File: src/rtl/yrnd_pkg.sv
// ----------------------------------------------------------------------------
// yrnd_pkg
// Shared types, register codes and conversion constants for the YUV to RGB
// converter with nearest-neighbour downscaler.
// ----------------------------------------------------------------------------
package yrnd_pkg;

    // default sizing
    localparam int MAX_DIMENSION_DEF = 4096;
    localparam int FRACTION_BITS_DEF = 16;
    localparam int QUEUE_DEPTH_DEF   = 4;

    // register field widths
    localparam int DIM_W      = 13;
    localparam int POS_W      = 29;
    localparam int CFG_IDX_W  = 3;
    localparam int CFG_DATA_W = 29;

    // colour arithmetic
    localparam int PIX_W        = 8;
    localparam int SUM_W        = 28;
    localparam int COLOUR_SHIFT = 16;

    localparam logic signed [SUM_W-1:0] K_RV_FULL = 28'sd91881;
    localparam logic signed [SUM_W-1:0] K_GU_FULL = 28'sd22554;
    localparam logic signed [SUM_W-1:0] K_GV_FULL = 28'sd46802;
    localparam logic signed [SUM_W-1:0] K_BU_FULL = 28'sd116130;
    localparam logic signed [SUM_W-1:0] K_Y_LTD   = 28'sd76284;
    localparam logic signed [SUM_W-1:0] K_RV_LTD  = 28'sd104595;
    localparam logic signed [SUM_W-1:0] K_GU_LTD  = 28'sd25624;
    localparam logic signed [SUM_W-1:0] K_GV_LTD  = 28'sd53281;
    localparam logic signed [SUM_W-1:0] K_BU_LTD  = 28'sd132251;
    localparam logic signed [SUM_W-1:0] CHROMA_OFS = 28'sd128;
    localparam logic signed [SUM_W-1:0] LUMA_OFS   = 28'sd16;

    // register indexes
    typedef enum logic [CFG_IDX_W-1:0] {
        REG_SOURCE_WIDTH = 3'd0,
        REG_DEST_WIDTH   = 3'd1,
        REG_DEST_HEIGHT  = 3'd2,
        REG_COLUMN_STEP  = 3'd3,
        REG_ROW_STEP     = 3'd4,
        REG_FULL_RANGE   = 3'd5
    } cfg_index_t;

    // configuration bundle
    typedef struct packed {
        logic [DIM_W-1:0] source_width;
        logic [DIM_W-1:0] dest_width;
        logic [DIM_W-1:0] dest_height;
        logic [POS_W-1:0] column_step;
        logic [POS_W-1:0] row_step;
        logic             full_range;
    } cfg_t;

    // kept pixel as it travels from front to back
    typedef struct packed {
        logic [PIX_W-1:0] luma;
        logic [PIX_W-1:0] chroma_blue;
        logic [PIX_W-1:0] chroma_red;
        logic             line_end;
        logic             frame_end;
    } pix_t;

endpackage

File: src/rtl/yrnd_front.sv
// ----------------------------------------------------------------------------
// yrnd_front
// Tracks source and destination positions, picks the kept pixels and tags
// line and frame ends; kept pixels are pushed into the queue.
// ----------------------------------------------------------------------------
module yrnd_front #(
    parameter int MAX_DIMENSION = yrnd_pkg::MAX_DIMENSION_DEF,
    parameter int FRACTION_BITS = yrnd_pkg::FRACTION_BITS_DEF
) (
    input  logic                        clk,
    input  logic                        rst_n,
    input  yrnd_pkg::cfg_t              cfg,
    input  logic                        in_valid,
    output logic                        in_ready,
    input  logic                        frame_start,
    input  logic [yrnd_pkg::PIX_W-1:0]  luma,
    input  logic [yrnd_pkg::PIX_W-1:0]  chroma_blue,
    input  logic [yrnd_pkg::PIX_W-1:0]  chroma_red,
    input  logic                        full,
    output logic                        push,
    output yrnd_pkg::pix_t              entry
);
    import yrnd_pkg::*;

    localparam int COL_W = $clog2(MAX_DIMENSION);
    localparam int CMP_W = ((COL_W > DIM_W) ? COL_W : DIM_W) + 1;
    localparam logic [POS_W-1:0] POS_ONE = POS_W'(1) << FRACTION_BITS;
    localparam logic [POS_W-1:0] POS_MAX = {POS_W{1'b1}};

    // steps below one count as one
    function automatic logic [POS_W-1:0] step_of(input logic [POS_W-1:0] s);
        step_of = (s < POS_ONE) ? POS_ONE : s;
    endfunction

    // saturating position advance
    function automatic logic [POS_W-1:0] advance(input logic [POS_W-1:0] p,
                                                 input logic [POS_W-1:0] s);
        logic [POS_W:0] sum;
        sum = {1'b0, p} + {1'b0, s};
        advance = sum[POS_W] ? POS_MAX : sum[POS_W-1:0];
    endfunction

    logic [COL_W-1:0] src_col_reg, src_col_next, src_col_e;
    logic [COL_W-1:0] src_row_reg, src_row_next, src_row_e;
    logic [POS_W-1:0] ncol_pos_reg, ncol_pos_next, ncol_pos_e;
    logic [POS_W-1:0] nrow_pos_reg, nrow_pos_next, nrow_pos_e;
    logic [DIM_W-1:0] dst_col_reg, dst_col_next, dst_col_e;
    logic [DIM_W-1:0] dst_row_reg, dst_row_next, dst_row_e;
    logic             row_sel_reg, row_sel_next, row_sel_e;

    logic             accept;
    logic             emit;
    logic             line_wrap;
    logic [DIM_W-1:0] dst_col_inc;
    logic [DIM_W:0]   dst_row_inc;
    logic             le;
    logic             fe;

    assign in_ready = !full;
    assign accept   = in_valid && in_ready;

    // frame start clears the counters before this pixel is judged
    always_comb
    begin
        src_col_e  = frame_start ? '0 : src_col_reg;
        src_row_e  = frame_start ? '0 : src_row_reg;
        ncol_pos_e = frame_start ? '0 : ncol_pos_reg;
        nrow_pos_e = frame_start ? '0 : nrow_pos_reg;
        dst_col_e  = frame_start ? '0 : dst_col_reg;
        dst_row_e  = frame_start ? '0 : dst_row_reg;
        row_sel_e  = frame_start ? 1'b1 : row_sel_reg;
    end

    // keep decision and end flags
    always_comb
    begin
        emit = row_sel_e && (dst_row_e < cfg.dest_height)
            && (dst_col_e < cfg.dest_width)
            && (POS_W'(src_col_e) == (ncol_pos_e >> FRACTION_BITS));
        dst_col_inc = dst_col_e + DIM_W'(1);
        dst_row_inc = {1'b0, dst_row_e} + (DIM_W+1)'(1);
        le = (dst_col_inc == cfg.dest_width);
        fe = le && (dst_row_inc >= {1'b0, cfg.dest_height});
        line_wrap = ((CMP_W'(src_col_e) + CMP_W'(1)) >= CMP_W'(cfg.source_width))
            || ((CMP_W'(src_col_e) + CMP_W'(1)) >= CMP_W'(MAX_DIMENSION));
    end

    // next position state
    always_comb
    begin
        if (line_wrap)
        begin
            src_col_next  = '0;
            src_row_next  = (src_row_e < COL_W'(MAX_DIMENSION - 1))
                          ? src_row_e + COL_W'(1) : src_row_e;
            dst_row_next  = row_sel_e ? dst_row_inc[DIM_W-1:0] : dst_row_e;
            nrow_pos_next = row_sel_e ? advance(nrow_pos_e, step_of(cfg.row_step))
                                      : nrow_pos_e;
            dst_col_next  = '0;
            ncol_pos_next = '0;
            row_sel_next  = (dst_row_next < cfg.dest_height)
                && (POS_W'(src_row_next) == (nrow_pos_next >> FRACTION_BITS));
        end
        else
        begin
            src_col_next  = src_col_e + COL_W'(1);
            src_row_next  = src_row_e;
            dst_row_next  = dst_row_e;
            nrow_pos_next = nrow_pos_e;
            dst_col_next  = emit ? dst_col_inc : dst_col_e;
            ncol_pos_next = emit ? advance(ncol_pos_e, step_of(cfg.column_step))
                                 : ncol_pos_e;
            row_sel_next  = row_sel_e;
        end
    end

    // position registers
    always_ff @(posedge clk or negedge rst_n)
    begin
        if (!rst_n)
        begin
            src_col_reg  <= '0;
            src_row_reg  <= '0;
            ncol_pos_reg <= '0;
            nrow_pos_reg <= '0;
            dst_col_reg  <= '0;
            dst_row_reg  <= '0;
            row_sel_reg  <= 1'b1;
        end
        else if (accept)
        begin
            src_col_reg  <= src_col_next;
            src_row_reg  <= src_row_next;
            ncol_pos_reg <= ncol_pos_next;
            nrow_pos_reg <= nrow_pos_next;
            dst_col_reg  <= dst_col_next;
            dst_row_reg  <= dst_row_next;
            row_sel_reg  <= row_sel_next;
        end
    end

    // queue write
    assign push              = accept && emit;
    assign entry.luma        = luma;
    assign entry.chroma_blue = chroma_blue;
    assign entry.chroma_red  = chroma_red;
    assign entry.line_end    = le;
    assign entry.frame_end   = fe;

    // frame end only ever marks the last pixel of a line
    a_fe_on_le: assert property (@(posedge clk) disable iff (!rst_n)
        push |-> (!entry.frame_end || entry.line_end))
        else $error("frame end without line end");

endmodule

File: src/rtl/yrnd_fifo.sv
// ----------------------------------------------------------------------------
// yrnd_fifo
// Short queue of kept pixels between the position front and the colour back.
// ----------------------------------------------------------------------------
module yrnd_fifo #(
    parameter int DEPTH = yrnd_pkg::QUEUE_DEPTH_DEF
) (
    input  logic           clk,
    input  logic           rst_n,
    input  logic           push,
    input  yrnd_pkg::pix_t wr_data,
    output logic           full,
    input  logic           pop,
    output logic           rd_valid,
    output yrnd_pkg::pix_t rd_data
);
    import yrnd_pkg::*;

    localparam int PTR_W = (DEPTH > 1) ? $clog2(DEPTH) : 1;
    localparam int CNT_W = $clog2(DEPTH + 1);

    pix_t             mem [DEPTH];
    logic [PTR_W-1:0] wr_ptr_reg, wr_ptr_next;
    logic [PTR_W-1:0] rd_ptr_reg, rd_ptr_next;
    logic [CNT_W-1:0] count_reg, count_next;
    logic             do_push;
    logic             do_pop;

    assign full     = (count_reg == CNT_W'(DEPTH));
    assign rd_valid = (count_reg != '0);
    assign do_push  = push && !full;
    assign do_pop   = pop && rd_valid;
    assign rd_data  = mem[rd_ptr_reg];

    // pointer and count update
    always_comb
    begin
        wr_ptr_next = wr_ptr_reg;
        rd_ptr_next = rd_ptr_reg;
        count_next  = count_reg;
        if (do_push)
        begin
            wr_ptr_next = (wr_ptr_reg == PTR_W'(DEPTH - 1)) ? '0 : wr_ptr_reg + PTR_W'(1);
        end
        if (do_pop)
        begin
            rd_ptr_next = (rd_ptr_reg == PTR_W'(DEPTH - 1)) ? '0 : rd_ptr_reg + PTR_W'(1);
        end
        if (do_push && !do_pop)
        begin
            count_next = count_reg + CNT_W'(1);
        end
        else if (do_pop && !do_push)
        begin
            count_next = count_reg - CNT_W'(1);
        end
    end

    always_ff @(posedge clk or negedge rst_n)
    begin
        if (!rst_n)
        begin
            wr_ptr_reg <= '0;
            rd_ptr_reg <= '0;
            count_reg  <= '0;
        end
        else
        begin
            wr_ptr_reg <= wr_ptr_next;
            rd_ptr_reg <= rd_ptr_next;
            count_reg  <= count_next;
        end
    end

    // storage
    always_ff @(posedge clk)
    begin
        if (do_push)
        begin
            mem[wr_ptr_reg] <= wr_data;
        end
    end

    a_no_overrun: assert property (@(posedge clk) disable iff (!rst_n)
        count_reg <= CNT_W'(DEPTH))
        else $error("queue count beyond depth");

    a_count_up: assert property (@(posedge clk) disable iff (!rst_n)
        (do_push && !do_pop) |=> (count_reg == $past(count_reg) + CNT_W'(1)))
        else $error("queue count did not follow a push");

endmodule

File: src/rtl/yrnd_back.sv
// ----------------------------------------------------------------------------
// yrnd_back
// BT.601 colour conversion of kept pixels: a product stage, then a sum,
// floor shift and saturate stage that feeds the output register.
// ----------------------------------------------------------------------------
module yrnd_back (
    input  logic                        clk,
    input  logic                        rst_n,
    input  logic                        full_range,
    input  logic                        rd_valid,
    input  yrnd_pkg::pix_t              rd_data,
    output logic                        pop,
    output logic                        out_valid,
    input  logic                        out_ready,
    output logic [yrnd_pkg::PIX_W-1:0]  red,
    output logic [yrnd_pkg::PIX_W-1:0]  green,
    output logic [yrnd_pkg::PIX_W-1:0]  blue,
    output logic                        line_end,
    output logic                        frame_end
);
    import yrnd_pkg::*;

    // clamp to 0..255
    function automatic logic [PIX_W-1:0] sat8(input logic signed [SUM_W-1:0] v);
        if (v < 0)
            sat8 = '0;
        else if (v > 255)
            sat8 = '1;
        else
            sat8 = v[PIX_W-1:0];
    endfunction

    logic                    s1_valid_reg;
    logic signed [SUM_W-1:0] t_r_reg, t_gu_reg, t_gv_reg, t_b_reg, c_reg;
    logic signed [SUM_W-1:0] y_reg;
    logic                    full_reg;
    logic                    le_reg;
    logic                    fe_reg;

    logic signed [SUM_W-1:0] y_ext, u_ext, v_ext;
    logic signed [SUM_W-1:0] t_r_next, t_gu_next, t_gv_next, t_b_next, c_next;
    logic signed [SUM_W-1:0] r_sum, g_prod, b_sum, g_sum;
    logic signed [SUM_W-1:0] r_val, g_val, b_val;

    logic                    out_valid_reg;
    logic [PIX_W-1:0]        red_reg, green_reg, blue_reg;
    logic                    le_out_reg, fe_out_reg;

    logic                    s2_ready;
    logic                    s1_ready;

    // stall chain
    assign s2_ready = !out_valid_reg || out_ready;
    assign s1_ready = !s1_valid_reg || s2_ready;
    assign pop      = rd_valid && s1_ready;

    // stage 1: products
    always_comb
    begin
        y_ext = SUM_W'(rd_data.luma);
        u_ext = SUM_W'(rd_data.chroma_blue) - CHROMA_OFS;
        v_ext = SUM_W'(rd_data.chroma_red) - CHROMA_OFS;
        if (full_range)
        begin
            t_r_next  = K_RV_FULL * v_ext;
            t_gu_next = K_GU_FULL * u_ext;
            t_gv_next = K_GV_FULL * v_ext;
            t_b_next  = K_BU_FULL * u_ext;
            c_next    = y_ext <<< COLOUR_SHIFT;
        end
        else
        begin
            t_r_next  = K_RV_LTD * v_ext;
            t_gu_next = K_GU_LTD * u_ext;
            t_gv_next = K_GV_LTD * v_ext;
            t_b_next  = K_BU_LTD * u_ext;
            c_next    = K_Y_LTD * (y_ext - LUMA_OFS);
        end
    end

    always_ff @(posedge clk or negedge rst_n)
    begin
        if (!rst_n)
        begin
            s1_valid_reg <= 1'b0;
        end
        else if (s1_ready)
        begin
            s1_valid_reg <= rd_valid;
        end
    end

    always_ff @(posedge clk)
    begin
        if (pop)
        begin
            t_r_reg  <= t_r_next;
            t_gu_reg <= t_gu_next;
            t_gv_reg <= t_gv_next;
            t_b_reg  <= t_b_next;
            c_reg    <= c_next;
            y_reg    <= y_ext;
            full_reg <= full_range;
            le_reg   <= rd_data.line_end;
            fe_reg   <= rd_data.frame_end;
        end
    end

    // stage 2: sums and floor shift; full-range green subtracts a floored term
    always_comb
    begin
        r_sum  = c_reg + t_r_reg;
        b_sum  = c_reg + t_b_reg;
        g_prod = t_gu_reg + t_gv_reg;
        g_sum  = c_reg - g_prod;
        r_val  = r_sum >>> COLOUR_SHIFT;
        b_val  = b_sum >>> COLOUR_SHIFT;
        g_val  = full_reg ? (y_reg - (g_prod >>> COLOUR_SHIFT))
                          : (g_sum >>> COLOUR_SHIFT);
    end

    // output register
    always_ff @(posedge clk or negedge rst_n)
    begin
        if (!rst_n)
        begin
            out_valid_reg <= 1'b0;
        end
        else if (s2_ready)
        begin
            out_valid_reg <= s1_valid_reg;
        end
    end

    always_ff @(posedge clk)
    begin
        if (s2_ready && s1_valid_reg)
        begin
            red_reg    <= sat8(r_val);
            green_reg  <= sat8(g_val);
            blue_reg   <= sat8(b_val);
            le_out_reg <= le_reg;
            fe_out_reg <= fe_reg;
        end
    end

    assign out_valid = out_valid_reg;
    assign red       = red_reg;
    assign green     = green_reg;
    assign blue      = blue_reg;
    assign line_end  = le_out_reg;
    assign frame_end = fe_out_reg;

    // a product stage blocked by the output holds its pixel
    a_s1_hold: assert property (@(posedge clk) disable iff (!rst_n)
        (s1_valid_reg && !s2_ready) |=> (s1_valid_reg && $stable(c_reg)))
        else $error("stalled product stage lost its pixel");

endmodule

File: src/rtl/yuv_to_rgb_nearest_downscale.sv
// ----------------------------------------------------------------------------
// yuv_to_rgb_nearest_downscale
// Nearest-neighbour downscaler followed by BT.601 YUV to RGB conversion.
// ----------------------------------------------------------------------------
// Source pixels enter on the in_valid / in_ready channel in raster order,
// frame_start marking the first pixel of a frame. Kept pixels leave on the
// out_valid / out_ready channel as saturated red, green and blue with
// line_end and frame_end flags; dropped pixels produce no transaction.
// Configuration is written through cfg_write / cfg_index / cfg_data; the
// user must write it only while the block is idle, which the block itself
// does not enforce; each write takes effect at its clock edge.
// Throughput: one source pixel per cycle while the queue is not full, set by
// the position update in the front; the colour back end is fully pipelined.
// A kept pixel goes through the queue, product stage and output register.
// Reset clears all position counters, selects row zero and loads the
// register defaults (4096 x 4096, unit steps, limited range).
// When the receiver stalls, the output register and product stage hold and
// the four-entry queue fills; in_ready drops only when the queue is full.
// ----------------------------------------------------------------------------
module yuv_to_rgb_nearest_downscale #(
    parameter int MAX_DIMENSION = yrnd_pkg::MAX_DIMENSION_DEF,
    parameter int FRACTION_BITS = yrnd_pkg::FRACTION_BITS_DEF,
    parameter int QUEUE_DEPTH   = yrnd_pkg::QUEUE_DEPTH_DEF
) (
    input  logic                             clk,
    input  logic                             rst_n,
    input  logic                             cfg_write,
    input  logic [yrnd_pkg::CFG_IDX_W-1:0]   cfg_index,
    input  logic [yrnd_pkg::CFG_DATA_W-1:0]  cfg_data,
    input  logic                             in_valid,
    output logic                             in_ready,
    input  logic                             frame_start,
    input  logic [yrnd_pkg::PIX_W-1:0]       luma,
    input  logic [yrnd_pkg::PIX_W-1:0]       chroma_blue,
    input  logic [yrnd_pkg::PIX_W-1:0]       chroma_red,
    output logic                             out_valid,
    input  logic                             out_ready,
    output logic [yrnd_pkg::PIX_W-1:0]       red,
    output logic [yrnd_pkg::PIX_W-1:0]       green,
    output logic [yrnd_pkg::PIX_W-1:0]       blue,
    output logic                             line_end,
    output logic                             frame_end
);
    import yrnd_pkg::*;

    cfg_t cfg_reg;
    logic fifo_full;
    logic push;
    pix_t push_data;
    logic pop;
    logic rd_valid;
    pix_t rd_data;

    // configuration registers
    always_ff @(posedge clk or negedge rst_n)
    begin
        if (!rst_n)
        begin
            cfg_reg.source_width <= DIM_W'(4096);
            cfg_reg.dest_width   <= DIM_W'(4096);
            cfg_reg.dest_height  <= DIM_W'(4096);
            cfg_reg.column_step  <= POS_W'(65536);
            cfg_reg.row_step     <= POS_W'(65536);
            cfg_reg.full_range   <= 1'b0;
        end
        else if (cfg_write)
        begin
            unique case (cfg_index)
                REG_SOURCE_WIDTH: cfg_reg.source_width <= cfg_data[DIM_W-1:0];
                REG_DEST_WIDTH:   cfg_reg.dest_width   <= cfg_data[DIM_W-1:0];
                REG_DEST_HEIGHT:  cfg_reg.dest_height  <= cfg_data[DIM_W-1:0];
                REG_COLUMN_STEP:  cfg_reg.column_step  <= cfg_data[POS_W-1:0];
                REG_ROW_STEP:     cfg_reg.row_step     <= cfg_data[POS_W-1:0];
                REG_FULL_RANGE:   cfg_reg.full_range   <= cfg_data[0];
                default:          ;
            endcase
        end
    end

    // position tracking and pixel selection
    yrnd_front #(
        .MAX_DIMENSION (MAX_DIMENSION),
        .FRACTION_BITS (FRACTION_BITS)
    ) u_front (
        .clk         (clk),
        .rst_n       (rst_n),
        .cfg         (cfg_reg),
        .in_valid    (in_valid),
        .in_ready    (in_ready),
        .frame_start (frame_start),
        .luma        (luma),
        .chroma_blue (chroma_blue),
        .chroma_red  (chroma_red),
        .full        (fifo_full),
        .push        (push),
        .entry       (push_data)
    );

    // decoupling queue
    yrnd_fifo #(
        .DEPTH (QUEUE_DEPTH)
    ) u_fifo (
        .clk      (clk),
        .rst_n    (rst_n),
        .push     (push),
        .wr_data  (push_data),
        .full     (fifo_full),
        .pop      (pop),
        .rd_valid (rd_valid),
        .rd_data  (rd_data)
    );

    // colour conversion
    yrnd_back u_back (
        .clk        (clk),
        .rst_n      (rst_n),
        .full_range (cfg_reg.full_range),
        .rd_valid   (rd_valid),
        .rd_data    (rd_data),
        .pop        (pop),
        .out_valid  (out_valid),
        .out_ready  (out_ready),
        .red        (red),
        .green      (green),
        .blue       (blue),
        .line_end   (line_end),
        .frame_end  (frame_end)
    );

endmodule
File: config.mk
export PLATFORM = sky130hd
export DESIGN_NAME = yuv_to_rgb_nearest_downscale
export DESIGN_NICKNAME = d
export VERILOG_FILES = /design/src/rtl/yrnd_pkg.sv /design/src/rtl/yrnd_front.sv /design/src/rtl/yrnd_fifo.sv /design/src/rtl/yrnd_back.sv /design/src/rtl/yuv_to_rgb_nearest_downscale.sv
export SDC_FILE = /design/constraint.sdc
export NUM_CORES = 2
export LEC_CHECK = 0
export BUFFER_PORTS_ARGS = -buffer_cell sky130_fd_sc_hd__buf_2
export CAP_MARGIN = 25
export CORE_UTILIZATION = 50
export CTS_CLUSTER_SIZE = 10
export DETAILED_ROUTE_END_ITERATION = 10
export PLACE_DENSITY = 0.66
export SLEW_MARGIN = 20
export SYNTH_ARGS = -nofsm -noshare
export SYNTH_HDL_FRONTEND = slang
export SYNTH_HIERARCHICAL = 1
export SYNTH_SLANG_ARGS = --single-unit
File: constraint.sdc
create_clock -name clk -period 15.4 [get_ports clk]
set_clock_uncertainty 0.2 [all_clocks]
set_input_delay 2.31 -clock clk [delete_from_list [all_inputs] [get_ports clk]]
set_output_delay 2.31 -clock clk [all_outputs]
set_load 0.05 [all_outputs]
* Word level (Yosys, flattened, before mapping)
Memories as Yosys holds them, arrays and structs flattened. Cells that the tools add are included. Widths: inputs -> output; s select.
Storage, ports and cells: register bits 393, memory bits (writable) 104, input port bits 62, output and inout bits 28, word-level logic and storage cells 159, memories 1
Cells by class: $add $sub $neg 19, multipliers 9, $lt $le $gt $ge 15, eq/ne operators 11, muxes and demuxes 38, reductions and logical operators 30
Memories:
- u_fifo.mem | words 4, width 26, read ports 1, clocked after memory_dff 0, write ports 1, RTL line yrnd_fifo.sv:22 | pix_t mem [DEPTH];
Operators by type and width (number):
- $mux 29 | 10
- $mux 28 | 5
- $add 28x28->28 | 3
- $mux 13 | 6
- $add 29x29->30 | 2
- $mux 12 | 5
- $lt 29x17->1 const B | 2
- $mul 18x28->28 const A | 2
- $lt 13x13->1 | 3
- $ge 14x13->1 | 2
- $gt 28x9->1 const B | 1
- $lt 28x1->1 const B | 1
- $mul 13x28->25 const A | 1
- $mul 15x28->27 const A | 1
- $mul 16x28->27 const A | 1
- $mul 17x28->27 const A | 1
- $mul 17x28->28 const A | 1
- $mul 19x28->28 const A | 1
- $sub 28x28->28 | 1
- $eq 12x13->1 | 2
- $mul 16x9->25 const A | 1
- $add 12x1->12 const B | 2
- $gt 12x9->1 const B | 2
- $lt 12x1->1 const B | 2
- other kinds (28) | 64

* Logic depth before layout (Yosys ltp)
depth in word-level cells 11, mapped depth 28, gate-level depth less buffers 27

* Cells and area by module
The synthesis kept the hierarchy.
By module, submodules not included:
- yrnd_back | instances 1, cells an instance 2854, area each 27523.9 sq um, sequential area each 4944.7 sq um
- yrnd_front | instances 1, cells an instance 1549, area each 11964.0 sq um, sequential area each 2728.9 sq um
- yrnd_fifo | instances 1, cells an instance 173, area each 4260.3 sq um, sequential area each 3298.2 sq um
- yuv_to_rgb_nearest_downscale | instances 1, cells an instance 211, area each 3747.3 sq um, sequential area each 2458.6 sq um

* Worst setup path before layout
OpenSTA, ideal clock, no wires.
kind input to register, start point input port out_ready, end point register u_fifo.count_reg[1], library setup time 125 ps, arrival time 13994 ps, data required time 15075 ps, slack 1081 ps, stages 7, path buffers 0, path through nor2b_1 > a21boi_0 > nand2_2 > ha_1 > inv_1 > fa_1 > mux2_2
On the way: cells in the longest elaborated chain, start to end 7, elaborated cells on any way between the ends 9, classes of those cells mux (1); reduce/logical (8)
Ends and longest elaborated chain:
- start: declaration | RTL line yuv_to_rgb_nearest_downscale.sv:37 | input logic out_ready,
- $logic_or 1x1->1 | RTL line yrnd_back.sv:53 | assign s2_ready = !out_valid_reg || out_ready;
- $logic_or 1x1->1 | RTL line yrnd_back.sv:54 | assign s1_ready = !s1_valid_reg || s2_ready;
- $logic_and 1x1->1 | RTL line yrnd_back.sv:55 | assign pop = rd_valid && s1_ready;
- named net pop | RTL line yuv_to_rgb_nearest_downscale.sv:50 | logic pop;
- $logic_and 1x1->1 | RTL line yrnd_fifo.sv:32 | assign do_pop = pop && rd_valid;
- $logic_not 1->1 | RTL line yrnd_fifo.sv:49 | if (do_push && !do_pop)
- $logic_and 1x1->1 | RTL line yrnd_fifo.sv:49
- $mux 3 | RTL line yrnd_fifo.sv:49
- named net u_fifo.count_next[1] | RTL line yrnd_fifo.sv:25 | logic [CNT_W-1:0] count_reg, count_next;
- end signal: assignment | RTL line yrnd_fifo.sv:71 | count_reg <= count_next;
- end: declaration | RTL line yrnd_fifo.sv:25
The timed path passes the listed nets, and every way through them passes these cells. A chain may end at the register's enable or synchronous reset.

==> reports/metrics.csv <==
metric,value,unit
nFillCells,8382,
crit_type,flop to flop,
place_congestion,0.940,
first_global_vias,34400,
clock_latency,0.66,ns
num_vias,34800,
cp.required,15.54,ns
finalMaxSlewViolations,0,
netlist_area,47500,um2
fin_crit_sh,52.5,%
hold_ws,0.234,ns
nets,5878,
synth_top_area_share,21.2,%
dieArea,96200,um2
max_freq,124,MHz
yosysMostFrequentCell,ha_1,
post_synth.cell_area_avg,9.92,um2
report.final.setup_viol,0,
max-slew-margin-rel,32.6,%
firstDrtPassIters,6,
yosysWarnings,6,
grt_pass1_wl,193,mm
reg2reg_slack,7.32,ns
holdCritPathClass,flop to flop,
avgViaCountPerCell,5.70,
tns,0,ns
final_area,50900,um2
hold_violations,0,
grt-ovfl-total,0,
wl,123,mm
cts_tree,yes,
worstPathMaxFanout,29,
io_pins,90,
cap_violations,0,
finalCriticalPeriod,8.08,ns
async_reset_ff_share,44.7,%
wire_per_inst,20.1,um
yosysSeqAreaShare,28.3,%
cts_buffer_depth,3,
crit_start,u_fifo/rd_ptr_reg[0],
largest_reg_flops,104,
post_cts_resized,0,
critPathCapture,u_back/t_gv_reg[22],
syn_inst,4787,
drcViolationCount,0,
synth_nets,5858,
r2r_end,u_back/t_gv_reg[22],
dieHeight,310,um
netlist.top_cell.by_area,ha_1,
startpoint_type,flop,
grt_start_max_net_pins,88,
antenna_found_initial,13,
endpoint_kind,flop,
synth.distinct_cells,114,
htreeDepth,2,
area_growth,7.06,%
placed_area,49000,um2
core_area,93700,um2
post_cts_buffers,0,
cts_sinks,483,
synth.area.top_cells,"ha_1 21%, edfxtp_1 17%, dfrtp_1 11%, fa_1 8.6%, inv_1 4.2%",
drive_gt1_share,8.75,%
crit_arrival,8.22,ns
ys.flop_type,edfxtp_1,
status,"finished, final reports clean",
regToRegStartpoint,u_fifo/rd_ptr_reg[0],
drtIter0Drc,2131,
cts_buffers,59,
ant_nets,0,
synthTopCellsByCount,"804 x ha_1, 526 x inv_1, 290 x nor2_1",
path_clk_slew,0.06,ns
synth-edff-count,267,
hold_buffers,0,
placement.io_buffers,89,
rsz0062_at_grt,false,
die_w,310,um
start_util,50.7,%
dp.final_hpwl,96.3,mm
clockRootBuffer,clkbuf_16,
ys_ff_latch,483,
tightest_slew,1.01,ns
grt_usage,25.9,%
r2r.worst_path.cells,22,
num_rows,112,
-- layout make-up --
class,instances,area (um2),share of cell area (%)
multi-input cells,3615,31300,61.5
flip-flops and latches,483,13400,26.4
inverters,526,1970,3.88
well taps,1254,1570,3.09
repair buffers,122,726,1.43
clock buffers,96,1680,3.29
clock inverters,13,178,0.349
diodes,5,12.5,0.0246
-- critical path: stages (launching register included) --
cell	delay [ns]
dfrtp_2	0.33
buf_4	0.44
mux4_2	0.87
inv_1	0.25
buf_4	0.41
ha_1	0.56
ha_1	0.35
fa_1	0.55
inv_1	0.05
fa_1	0.50
inv_1	0.04
ha_1	0.29
ha_1	0.34
a21oi_1	0.21
o21bai_1	0.08
a21oi_1	0.22
o21bai_1	0.18
a2111oi_0	0.87
nor3_1	0.19
or3_1	0.39
a21oi_1	0.18
xor2_1	0.15
o21ai_0	0.09
-- layout by cell type, fill, tap and decap left out, drive strengths merged, types with 20 or more instances in the layout --
cell	netlist	layout
a31oi	27	27
o221ai	30	30
and2	53	53
nor2b	122	122
mux4	26	26
nand2b	40	40
nand2	273	273
edfxtp	267	267
xnor2	185	185
nor3	69	69
and3	31	31
a22o	22	22
ha	804	804
a21oi	286	286
o21bai	47	47
buf	59	122
clkbuf	104	96
nand4	33	33
nor2	290	290
dfrtp	210	210
inv	526	526
a211oi	41	41
fa	205	205
nand3	76	76
or2	27	27
o21a	54	54
o211ai	20	20
mux2	118	118
a21o	95	95
o21ai	243	243
or3	25	25
xor2	112	112
o31ai	32	32
-- per-layer routing --
layer,wire [um],GRT usage [%],vias up
met5,61,0,-
met4,3580,7.65,8
li1,-,-,17000
met2,58900,44.4,813
met1,55000,34.2,16800
met3,5670,3.03,182
-- kinds of logic after synthesis --
kind of cell / after synthesis / share of synthesized area [%]
xor gates and xnor gates: 298 / 5.54
muxes: 155 / 4.43
adders and majority gates: 1014 / 29.9
AOI/OAI and AO/OA: 1040 / 14.3
DFF: 483 / 28.3
buffers and inverters: 689 / 5.91
and+or+nand+nor: 1108 / 11.7
-- worst min-delay path by stage --
stage,startpoint,end,cells after the start
after CTS,u_back/le_reg,u_back/line_end,0
final,u_back/le_reg,u_back/line_end,0
after global placement,u_back/le_reg,u_back/line_end,0
after floorplan,u_back/fe_reg,u_back/frame_end,0
after global routing,u_back/le_reg,u_back/line_end,0
after detailed placement,u_back/le_reg,u_back/line_end,0
-- stage by stage --
stage	std cells	util [%]	setup slack (ns)
floorplan	4787	-	1.08
global placement	5998	52.2	7.53
detailed placement	5999	52.2	7.43
CTS	6108	54.2	7.38
global route	6111	54.2	6.73
finish	6114	54.2	7.32
Power is not shown: default switching activity piles up to over one toggle a cycle in this logic, so the estimate is an artifact.
